### src/rtl/core/positional_list_insert_delete_defines.svh
// Assertion macros for the positional list block.
// Used by the top level only; no other dependencies.
`ifndef POSITIONAL_LIST_INSERT_DELETE_DEFINES_SVH
`define POSITIONAL_LIST_INSERT_DELETE_DEFINES_SVH
`ifndef NO_ASSERTIONS
// Same-cycle implication, disabled in reset.
`define PLI_ASSERT_IMPL(label, clk, rst, ante, cons, msg) \
  label: assert property (@(posedge clk) disable iff (rst) (ante) |-> (cons)) \
    else $error(msg);
// Next-cycle implication, disabled in reset.
`define PLI_ASSERT_NEXT(label, clk, rst, ante, cons, msg) \
  label: assert property (@(posedge clk) disable iff (rst) (ante) |=> (cons)) \
    else $error(msg);
`else
`define PLI_ASSERT_IMPL(label, clk, rst, ante, cons, msg)
`define PLI_ASSERT_NEXT(label, clk, rst, ante, cons, msg)
`endif
`endif

### src/rtl/core/pli_pkg.sv
// Shared types and codes for the positional list block.
// No dependencies.
package pli_pkg;

  localparam int POS_W  = 7;
  localparam int DATA_W = 32;

  localparam logic [1:0] FUNC_INSERT = 2'd0;
  localparam logic [1:0] FUNC_DELETE = 2'd1;
  localparam logic [1:0] FUNC_DUMP   = 2'd2;

  localparam logic [1:0] STAT_OK    = 2'd0;
  localparam logic [1:0] STAT_FULL  = 2'd1;
  localparam logic [1:0] STAT_EMPTY = 2'd2;
  localparam logic [1:0] STAT_RANGE = 2'd3;

  typedef enum logic {
    STATE_IDLE,
    STATE_DUMP
  } state_t;

  typedef enum logic [1:0] {
    CELL_HOLD,
    CELL_INSERT,
    CELL_DELETE,
    CELL_ROTATE
  } cell_op_t;

  // Broadcast to every cell of the chain.
  typedef struct packed {
    cell_op_t           op;
    logic [POS_W-1:0]   pos;
    logic [POS_W-1:0]   cnt;
  } cell_ctrl_t;

endpackage

### src/rtl/core/pli_cell.sv
// One storage cell of the list chain.
// Depends on pli_pkg.
module pli_cell #(
  parameter int INDEX = 0
) (
  input  logic                               clk,
  input  pli_pkg::cell_ctrl_t                ctl,
  input  logic signed [pli_pkg::DATA_W-1:0]  ins_value,
  input  logic signed [pli_pkg::DATA_W-1:0]  left_data,
  input  logic signed [pli_pkg::DATA_W-1:0]  right_data,
  input  logic signed [pli_pkg::DATA_W-1:0]  head_data,
  output logic signed [pli_pkg::DATA_W-1:0]  data
);
  import pli_pkg::*;

  localparam logic [POS_W-1:0] IDX  = POS_W'(INDEX);
  localparam logic [POS_W-1:0] IDX1 = POS_W'(INDEX + 1);

  logic signed [DATA_W-1:0] data_next;

  always_comb begin
    data_next = data;
    case (ctl.op)
      CELL_HOLD: begin
        data_next = data;
      end
      CELL_INSERT: begin
        if (IDX > ctl.pos) begin
          data_next = left_data;
        end else if (IDX == ctl.pos) begin
          data_next = ins_value;
        end
      end
      CELL_DELETE: begin
        if (IDX >= ctl.pos) begin
          data_next = right_data;
        end
      end
      CELL_ROTATE: begin
        // rotate the occupied part left by one; the head wraps to the tail
        if (IDX1 < ctl.cnt) begin
          data_next = right_data;
        end else if (IDX1 == ctl.cnt) begin
          data_next = head_data;
        end
      end
      default: data_next = data;
    endcase
  end

  always_ff @(posedge clk) begin
    data <= data_next;
  end

endmodule

### config.mk
export PLATFORM = sky130hd
export DESIGN_NAME = pli_cell
export DESIGN_NICKNAME = d
export VERILOG_FILES = /design/src/rtl/core/positional_list_insert_delete_defines.svh /design/src/rtl/core/pli_pkg.sv /design/src/rtl/core/pli_cell.sv
export SDC_FILE = /design/constraint.sdc
export NUM_CORES = 1
export LEC_CHECK = 0
export ABC_AREA = 0
export BUFFER_PORTS_ARGS = -buffer_cell sky130_fd_sc_hd__buf_4
export CAP_MARGIN = 25
export CORE_ASPECT_RATIO = 2
export CORE_MARGIN = 2
export CORE_UTILIZATION = 38
export DETAILED_ROUTE_END_ITERATION = 16
export PLACE_DENSITY = 0.85
export SYNTH_ARGS = -nofsm -noshare
export SYNTH_HDL_FRONTEND = slang
export SYNTH_SLANG_ARGS = --single-unit
### constraint.sdc
create_clock -name clk -period 4.8 [get_ports clk]
set_input_delay 0.72 -clock clk [delete_from_list [all_inputs] [get_ports clk]]
set_output_delay 0.72 -clock clk [all_outputs]
set_load 0.005 [all_outputs]
==> summary.txt <==
Status - finished, final reports clean
Data arrival time of the critical path - 2430 ps
RSZ-0062 raised after global routing - false
Sequential fraction of the synthesis area - 48.58%
Top_reg_cell synth - edfxtp_1
Top Registers - data x32
Fill count - 458
Largest net degree at the start of global routing - 68
Max Fanout on Critical Path - 60
Synth top area share - 48.58%
Setup crit end kind - register
Num CTS Buffers - 5
Core area - 5092 µm²
Drt pass-1 iters - 4
Total grt overflow - 0
CTS resizes - 0
Root Driver - clkbuf_8
Util after Layout - 61.92%
Detailed placement HPWL - 4219 µm
Cts hold-fix bufs - 0
I/O pin total - 177
Type of the worst setup path - in2reg
WL final - 5802 µm
Fmax - 414.9 MHz
CTS H-Tree Depth - 2
Routed Antenna Nets - 0
Setup ws final - 2390 ps
Initial core utilization - 38.85%
Ys async rst share - 0%
Warnings from Yosys - 0
Maximum buffer depth of the clock tree - 2
Most flops, register - data
Slew margin rel. - 49.93%
Vias - 2,091
Vias/cell - 5.088
Worst VDD drop - 0.0001894 V
Tightest Pin Transition - 744.3 ps
Total Power - 707.3 µW
IO Port Bufs - 144
RePlAce Congestion - 0.8060
Synth area leader - edfxtp_1
Post-CTS Repair Setup Buffers - 0
Chip Height - 106.0 µm
1st-iter DRT viols - 96
Worst Hold Class - in2reg
Synth Cell Area - 1978 µm²
Number of flops mapped to enable cells by yosys - 32
Number of global-route vias before repair - 2,009
Layout area overhead - 59.39%
Dpl cells - 401
Top post-synthesis cells by area - edfxtp_1 (49%), o31a_1 (12%), o21ai_0 (7.3%), a21oi_1 (6.8%), nor2_1 (6.1%)
First-pass GRT wire length - 8790 µm
Overall Global Routing Usage - 20.08%
Cell area power density - 224.3 nW/µm²
Die area - 5834 µm²
Final Max Slew Viols - 0
Clock sink count - 32
Setup violations, final - 0
M1 GR Usage - 21.88%
Max_cap viols - 0
Commonest cells post-synth - edfxtp_1 (32), nor2_1 (32), o21ai_0 (29)
Critical Path RT - 4820 ps
Worst-path clk slew - 60 ps
Yosys cell types - 19
GR Util met2 - 35.63%
Rows - 37
DRC - 0
Initial antenna violation count - 0
DR WL/cell - 14.12 µm
Max reg flops - 32
CTS tree - done
Leak pwr - 0.001419 µW
Antenna fix cells - 0
Multi-input logic area - 817.0 µm²
GR peak layer - met2
Mapped Nets - 365
Final Non-Filler Cells - 411
Die W - 55.02 µm
M3 GR Usage - 3.511%
Synthesized instance count - 220
Layout cells sized above 1 - 43.63%
Final Hold Vio Count - 0
Tmin final - 2410 ps
Seq cells post-synth - 32
FF+latch area - 960.9 µm²
TNS Setup - 0 ps
Final period util - 50.21%
Placement Setup Slack - 1935 ps
Launching element type of the critical path - input pin
Post-Syn Area per Cell - 8.992 µm²
Nets - 497
## area by class of cell
type	count	area share, %
tap	58	2.302
clock inverter	1	0.1190
multi-input combinational	140	25.91
sequential	32	30.48
clock buffer	7	2.421
inverter	27	3.214
timing repair buffer	146	35.56
## per-layer routing
layer  vias to the layer above  wire (µm)
met5                         -          0
met4                         0        153
met3                        12        382
met2                        86       3226
met1                       937       2039
li1                       1056          -
## logic make-up after synthesis
| family | Yosys count | share of synthesized area [%] |
|---|---|---|
| AOI/OAI and AO/OA | 93 | 29.10 |
| buffers and inverters | 48 | 10.69 |
| DFF | 32 | 48.58 |
| and+or+nand+nor | 47 | 11.64 |
## final timing paths
check                startpoint  depth (start not counted)  slack [ps]                 end
hold / removal    ins_value[18]                          3         760  data[18]$_DFFE_PP_
setup / recovery         ctl[6]                          5        2390  data[12]$_DFFE_PP_
## report_power, final
part | internal, µW | leakage (µW) | switching, µW
Sequential | 334 | 0.000306 | 5.43
Clock | 101 | 0.0000399 | 92.5
Combinational | 107 | 0.00107 | 67.6
Total | 542 | 0.00142 | 166
## through the flow
step                cell area (µm²)  hold WS (ps)
CTS                            3113         753.5
floorplan                      1978         945.0
global placement               3033          1033
global route                   3153         763.6
finish                         3153         760.2
detailed placement             3033          1041
## worst max-delay path, cell delays in order
cell and delay (ps):
buf_4 110, or4_4 800, nor4_1 460, o21ai_4 120
buf_12 190
## layout by cell type (no fill, tap or decap), types with 2 or more instances in the layout
cell type	instances
edfxtp_1	32
o21ai_0	29
o31a_1	27
buf_4	144
a21oi_1	27
nor4_1	3
nor2b_1	3
nor2_1	32
o21ai_1	3
inv_1	27
buf_12	2
a31oi_1	5
clkbuf_1	2
clkbuf_8	5
nand4b_1	5
No activity file was read; power rests on OpenSTA's default activity.
