--- src/rtl/core/positional_list_insert_delete_defines.svh ---
// Assertion macros for the positional list block.
// Used by the top level only; no other dependencies.
`ifndef POSITIONAL_LIST_INSERT_DELETE_DEFINES_SVH
`define POSITIONAL_LIST_INSERT_DELETE_DEFINES_SVH
`ifndef NO_ASSERTIONS
// Same-cycle implication, disabled in reset.
`define PLI_ASSERT_IMPL(label, clk, rst, ante, cons, msg) \
  label: assert property (@(posedge clk) disable iff (rst) (ante) |-> (cons)) \
    else $error(msg);
// Next-cycle implication, disabled in reset.
`define PLI_ASSERT_NEXT(label, clk, rst, ante, cons, msg) \
  label: assert property (@(posedge clk) disable iff (rst) (ante) |=> (cons)) \
    else $error(msg);
`else
`define PLI_ASSERT_IMPL(label, clk, rst, ante, cons, msg)
`define PLI_ASSERT_NEXT(label, clk, rst, ante, cons, msg)
`endif
`endif

--- src/rtl/core/pli_pkg.sv ---
// Shared types and codes for the positional list block.
// No dependencies.
package pli_pkg;

  localparam int POS_W  = 7;
  localparam int DATA_W = 32;

  localparam logic [1:0] FUNC_INSERT = 2'd0;
  localparam logic [1:0] FUNC_DELETE = 2'd1;
  localparam logic [1:0] FUNC_DUMP   = 2'd2;

  localparam logic [1:0] STAT_OK    = 2'd0;
  localparam logic [1:0] STAT_FULL  = 2'd1;
  localparam logic [1:0] STAT_EMPTY = 2'd2;
  localparam logic [1:0] STAT_RANGE = 2'd3;

  typedef enum logic {
    STATE_IDLE,
    STATE_DUMP
  } state_t;

  typedef enum logic [1:0] {
    CELL_HOLD,
    CELL_INSERT,
    CELL_DELETE,
    CELL_ROTATE
  } cell_op_t;

  // Broadcast to every cell of the chain.
  typedef struct packed {
    cell_op_t           op;
    logic [POS_W-1:0]   pos;
    logic [POS_W-1:0]   cnt;
  } cell_ctrl_t;

endpackage

--- src/rtl/core/pli_ctrl.sv ---
// Request decode, entry count, dump sequencer and result registers.
// Depends on pli_pkg.
module pli_ctrl #(
  parameter int LIST_DEPTH = 64
) (
  input  logic                               clk,
  input  logic                               rst,
  input  logic                               start,
  input  logic [1:0]                         func,
  input  logic [pli_pkg::POS_W-1:0]          position,
  input  logic signed [pli_pkg::DATA_W-1:0]  head_data,
  output logic                               busy,
  output pli_pkg::cell_ctrl_t                ctl,
  output logic                               done,
  output logic [1:0]                         status,
  output logic [pli_pkg::POS_W-1:0]          count,
  output logic signed [pli_pkg::DATA_W-1:0]  element,
  output logic                               is_last
);
  import pli_pkg::*;

  localparam int CW = $clog2(LIST_DEPTH + 1);
  localparam logic [CW-1:0] FULL_CNT = CW'(LIST_DEPTH);

  state_t                   state, state_next;
  logic [CW-1:0]            entry_count, entry_count_next;
  logic [CW-1:0]            dump_idx, dump_idx_next;
  logic                     accept;
  logic                     dump_last;
  logic [POS_W-1:0]         cnt_ext;

  logic                     done_next;
  logic [1:0]               status_next;
  logic signed [DATA_W-1:0] element_next;
  logic                     is_last_next;

  assign busy      = (state == STATE_DUMP);
  assign accept    = start && !busy;
  assign cnt_ext   = POS_W'(entry_count);
  assign dump_last = (dump_idx == entry_count - CW'(1));

  // next state
  always_comb begin
    state_next = state;
    case (state)
      STATE_IDLE: begin
        if (accept && func == FUNC_DUMP && entry_count != '0) begin
          state_next = STATE_DUMP;
        end
      end
      STATE_DUMP: begin
        if (dump_last) begin
          state_next = STATE_IDLE;
        end
      end
      default: state_next = STATE_IDLE;
    endcase
  end

  // outputs and datapath control
  always_comb begin
    ctl.op           = CELL_HOLD;
    ctl.pos          = position;
    ctl.cnt          = cnt_ext;
    entry_count_next = entry_count;
    dump_idx_next    = dump_idx;
    done_next        = 1'b0;
    status_next      = STAT_OK;
    element_next     = '0;
    is_last_next     = 1'b1;
    case (state)
      STATE_IDLE: begin
        dump_idx_next = '0;
        if (accept) begin
          done_next = 1'b1;
          case (func)
            FUNC_INSERT: begin
              if (entry_count == FULL_CNT) begin
                status_next = STAT_FULL;
              end else if (position > cnt_ext) begin
                status_next = STAT_RANGE;
              end else begin
                ctl.op           = CELL_INSERT;
                entry_count_next = entry_count + CW'(1);
              end
            end
            FUNC_DELETE: begin
              if (entry_count == '0) begin
                status_next = STAT_EMPTY;
              end else if (position >= cnt_ext) begin
                status_next = STAT_RANGE;
              end else begin
                ctl.op           = CELL_DELETE;
                entry_count_next = entry_count - CW'(1);
              end
            end
            FUNC_DUMP: begin
              if (entry_count == '0) begin
                status_next = STAT_EMPTY;
              end else begin
                done_next = 1'b0;
              end
            end
            default: status_next = STAT_RANGE;
          endcase
        end
      end
      STATE_DUMP: begin
        ctl.op        = CELL_ROTATE;
        done_next     = 1'b1;
        element_next  = head_data;
        is_last_next  = dump_last;
        dump_idx_next = dump_idx + CW'(1);
      end
      default: begin
        ctl.op = CELL_HOLD;
      end
    endcase
  end

  always_ff @(posedge clk) begin
    if (rst) begin
      state       <= STATE_IDLE;
      entry_count <= '0;
      dump_idx    <= '0;
      done        <= 1'b0;
    end else begin
      state       <= state_next;
      entry_count <= entry_count_next;
      dump_idx    <= dump_idx_next;
      done        <= done_next;
    end
  end

  always_ff @(posedge clk) begin
    status  <= status_next;
    count   <= POS_W'(entry_count_next);
    element <= element_next;
    is_last <= is_last_next;
  end

endmodule
--- config.mk ---
export PLATFORM = sky130hd
export DESIGN_NAME = pli_ctrl
export DESIGN_NICKNAME = d
export VERILOG_FILES = /design/src/rtl/core/positional_list_insert_delete_defines.svh /design/src/rtl/core/pli_pkg.sv /design/src/rtl/core/pli_ctrl.sv
export SDC_FILE = /design/constraint.sdc
export NUM_CORES = 1
export LEC_CHECK = 0
export ABC_AREA = 0
export BUFFER_PORTS_ARGS = -buffer_cell sky130_fd_sc_hd__buf_2
export CAP_MARGIN = 20
export CORE_MARGIN = 8
export CORE_UTILIZATION = 44
export CTS_CLUSTER_SIZE = 14
export DETAILED_ROUTE_END_ITERATION = 12
export PLACE_DENSITY = 0.77
export SYNTH_ARGS = -nofsm -noshare
export SYNTH_HDL_FRONTEND = slang
export SYNTH_SLANG_ARGS = --single-unit
--- constraint.sdc ---
create_clock -name clk -period 2.2 [get_ports clk]
set_input_delay 0.22 -clock clk [delete_from_list [all_inputs] [get_ports clk]]
set_output_delay 0.22 -clock clk [all_outputs]
set_load 0.02 [all_outputs]
==> results by group <==
Logic synthesis
  – Synth Instances: 283
  – Top cells by area, synth: dfxtp_1, and2_1, ha_1
  – Avg Cell Area, Syn: 9.360 sq um
  – Area leader, netlist: dfxtp_1
  – Flops & latches, synth: 58
  – Sequential element share of the synthesized area: 0.4384
  – Synthesized area: 2649 sq um
  – Yosys cell types: 55
  – Synth warnings: 0
  – Async SR Flop Fraction: 0
  – Number of synthesized flops with an enable pin: 0
  – Syn Nets: 338
  – Top_reg_cell synth: dfxtp_1
  – Share of the synthesized area in the top cell type: 0.4384

STA
  – Slew HR: 0.7119
  – Final setup viols: 2
  – Final hold slack: 0.09423 ns
  – RSZ-0062 raised after global routing: true
  – Final Hold Vio Count: 0
  – Final Skew: 0.003537 ns
  – Period utilization: 1.018
  – Final WS setup: -0.03959 ns
  – Worst-margin pin slew: 0.4308 ns
  – F_max: 446.5 MHz
  – Setup TNS: -0.07639 ns
  – Slew Limit Fails: 0
  – Min Tclk post-route: 2.240 ns

Floorplan
  – Die X: 93.59 um
  – Ports: 104
  – Initial Util: 0.4500
  – Die Footprint: 8759 sq um
  – Vertical die dimension: 93.59 um
  – Num rows: 28
  – Total core area: 5886 sq um

Global routing
  – Global-route wire length before repair: 12230 um
  – Largest net degree at the start of global routing: 29
  – Vias in the first global route: 2597
  – Initial antenna violation count: 0
  – Global routing's busiest layer: met2
  – Met1 Track Usage GR: 0.1862
  – Routing usage on met2: 0.3096
  – Grt ovf: 0
  – GRT Overall Usage: 0.1752
  – Met3 Usage GRT: 0.06010

Place
  – Setup WS pre-CTS: -0.01721 ns
  – Placed cell count: 465
  – Post-DP HPWL: 5896 um
  – Port bufs: 103
  – Placer Congestion: 0.9091
  – Placed instance area: 3379 sq um

Worst setup path
  – CP max FO: 3
  – FF-to-FF Start: cnt_ext[6]
  – Startpoint Class: register
  – Setup CP Type: register to register
  – Setup crit start: cnt_ext[6]
  – Critical Path End Type: register
  – Data arrival, critical path: 2.49 ns
  – Req. time, crit path: 2.45 ns

CTS
  – Clk Latency, worst-skew pair: 0.33 ns
  – Clk buf depth: 2
  – Clock sink count: 58
  – # hold bufs at CTS: 0
  – Clock root cell: clkbuf_8
  – CTS buffer count: 9
  – CTS tree: yes
  – Worst-path clk slew: 0.07 ns
  – Max H-tree Level: 3

Route
  – Initial DRC Count: 237
  – Routed WL: 7837 um
  – Post-DRT Antenna Nets: 0
  – Wire per inst: 15.99 um
  – Vias post-DR: 2559
  – Drc violations: 0
  – First-pass DRT Iterations: 5
  – Vias per cell: 5.222

Hold path
  – Worst Hold Class: primary input to register
  – Hold path startpoint: head_data[9]

Pwr
  – Pwr per Cell Area: 573.3 nW/um^2
  – Internal Pwr Total: 1.616 mW
  – Sequential Power Share: 0.483
  – Total power: 2.193 mW
  – Psw: 0.5765 mW
  – Worst VDD drop: 0.5219 mV
  – Switch share: 0.2629
  – Clk pwr share: 0.397
  – Combinational group share of total power: 0.120
  – LEAKAGE: 1.802 nW

Status
  – Outcome: finished, violations left
  – Failing checks: setup timing

Final layout
  – Commonest non-fill, non-tap cells in the layout: buf_2, dfxtp_1, and2_1, buf_4, nor2_1
  – Fillers: 498
  – Finished Cell Area: 3825 sq um
  – Finished Layout Cells: 490
  – Share of layout cells above drive strength 1: 0.4771
  – Most common cell after layout, fill and taps aside: buf_2
  – Util after Layout: 0.6499
  – Antenna cells: 0
  – # nets final: 465
  – P&R area growth vs syn: 44.40%

Run
  – Max-Cap Viols: 0
==> flip-flops by register name, summed over array words and instances, names as in the netlist <==
| name | flops |
|---|---|
| busy | 1 |
| cnt_ext | 7 |
| done | 1 |
| dump_idx | 7 |
| status | 2 |
| element | 32 |
| is_last | 1 |
| count | 7 |
==> layout make-up <==
type                            instances  area, sq um  share of cell area
Multi-Input combinational cell        196         1558              0.4073
Clock inverter                          6        41.29             0.01079
Sequential cell                        58         1182              0.3091
Tap cell                               75        93.84             0.02453
Inverter                               10        40.04             0.01047
Clock buffer                           10        137.6             0.03598
Timing Repair Buffer                  135        772.0              0.2018
==> logic make-up (layout without fill, tap and decap cells) <==
| logic type | count (synthesis) | after routing | share of synthesized area |
|---|---|---|---|
| AND/OR/NAND/NOR | 115 | 115 | 0.2527 |
| flip-flops | 58 | 58 | 0.4384 |
| XOR/XNOR | 17 | 17 | 0.05621 |
| adder cells (fa/ha/maj) | 11 | 11 | 0.05196 |
| multiplexers | 1 | 1 | 0.003779 |
| AO/OA/AOI/OAI | 52 | 52 | 0.1370 |
| buffers and inverters | 29 | 161 | 0.05999 |
==> synthesized netlist by cell type, types with 2 or more instances <==
library cell  number
dfxtp_1           58
and2_1            34
nor2_1            20
a21oi_1           14
nand2_1           14
ha_1              11
inv_1             10
xnor2_1           10
nand3_1            9
clkbuf_1           8
buf_4              7
nor3_1             7
xor2_1             7
a21o_1             5
o21ai_0            5
a31oi_1            4
nand2b_1           4
o22ai_1            4
or4_1              4
nand3b_1           3
nor2b_1            3
o211ai_1           3
a211o_1            2
and3b_1            2
o21a_1             2
o221ai_1           2
or3_1              2
or4_4              2
==> worst max-delay path, cell delays in order, from the launching register on <==
cell and delay (ns):
dfxtp_4 0.36, inv_4 0.04, ha_4 0.30, nand4_4 0.12
or2_4 0.26, o21a_1 0.13, or4_4 0.48, or4_4 0.42
o211ai_2 0.07
==> layer usage <==
metal	part of all wire	wire length (um)
met1	0.37	2896
met2	0.53	4155
met3	0.079	619
met5	0	0
met4	0.021	165
==> final timing paths <==
check                           cells after the start  slack, ns     endpoint
worst max register to register                      8      -0.04   cnt_ext[5]
worst min-delay path                                2       0.09   element[9]
worst min register to register                      1       0.49  dump_idx[0]
worst max-delay path                                8      -0.04   cnt_ext[5]
==> power groups by stage <==
stage | combinational, mW | clock (mW) | sequential, mW
floorplan | 0.111 | 0 | 1.10
global placement | 0.207 | 0 | 1.08
detailed placement | 0.211 | 0 | 1.08
CTS | 0.244 | 0.890 | 1.06
global route | 0.282 | 0.945 | 1.06
finish | 0.263 | 0.871 | 1.06
==> timing repair <==
item	in CTS	in global routing
gates resized for setup	27	14
endpoints found under the setup margin	4	11
setup buffers	4	5
pin swaps	9	7
No activity file was read; power rests on OpenSTA's default activity.
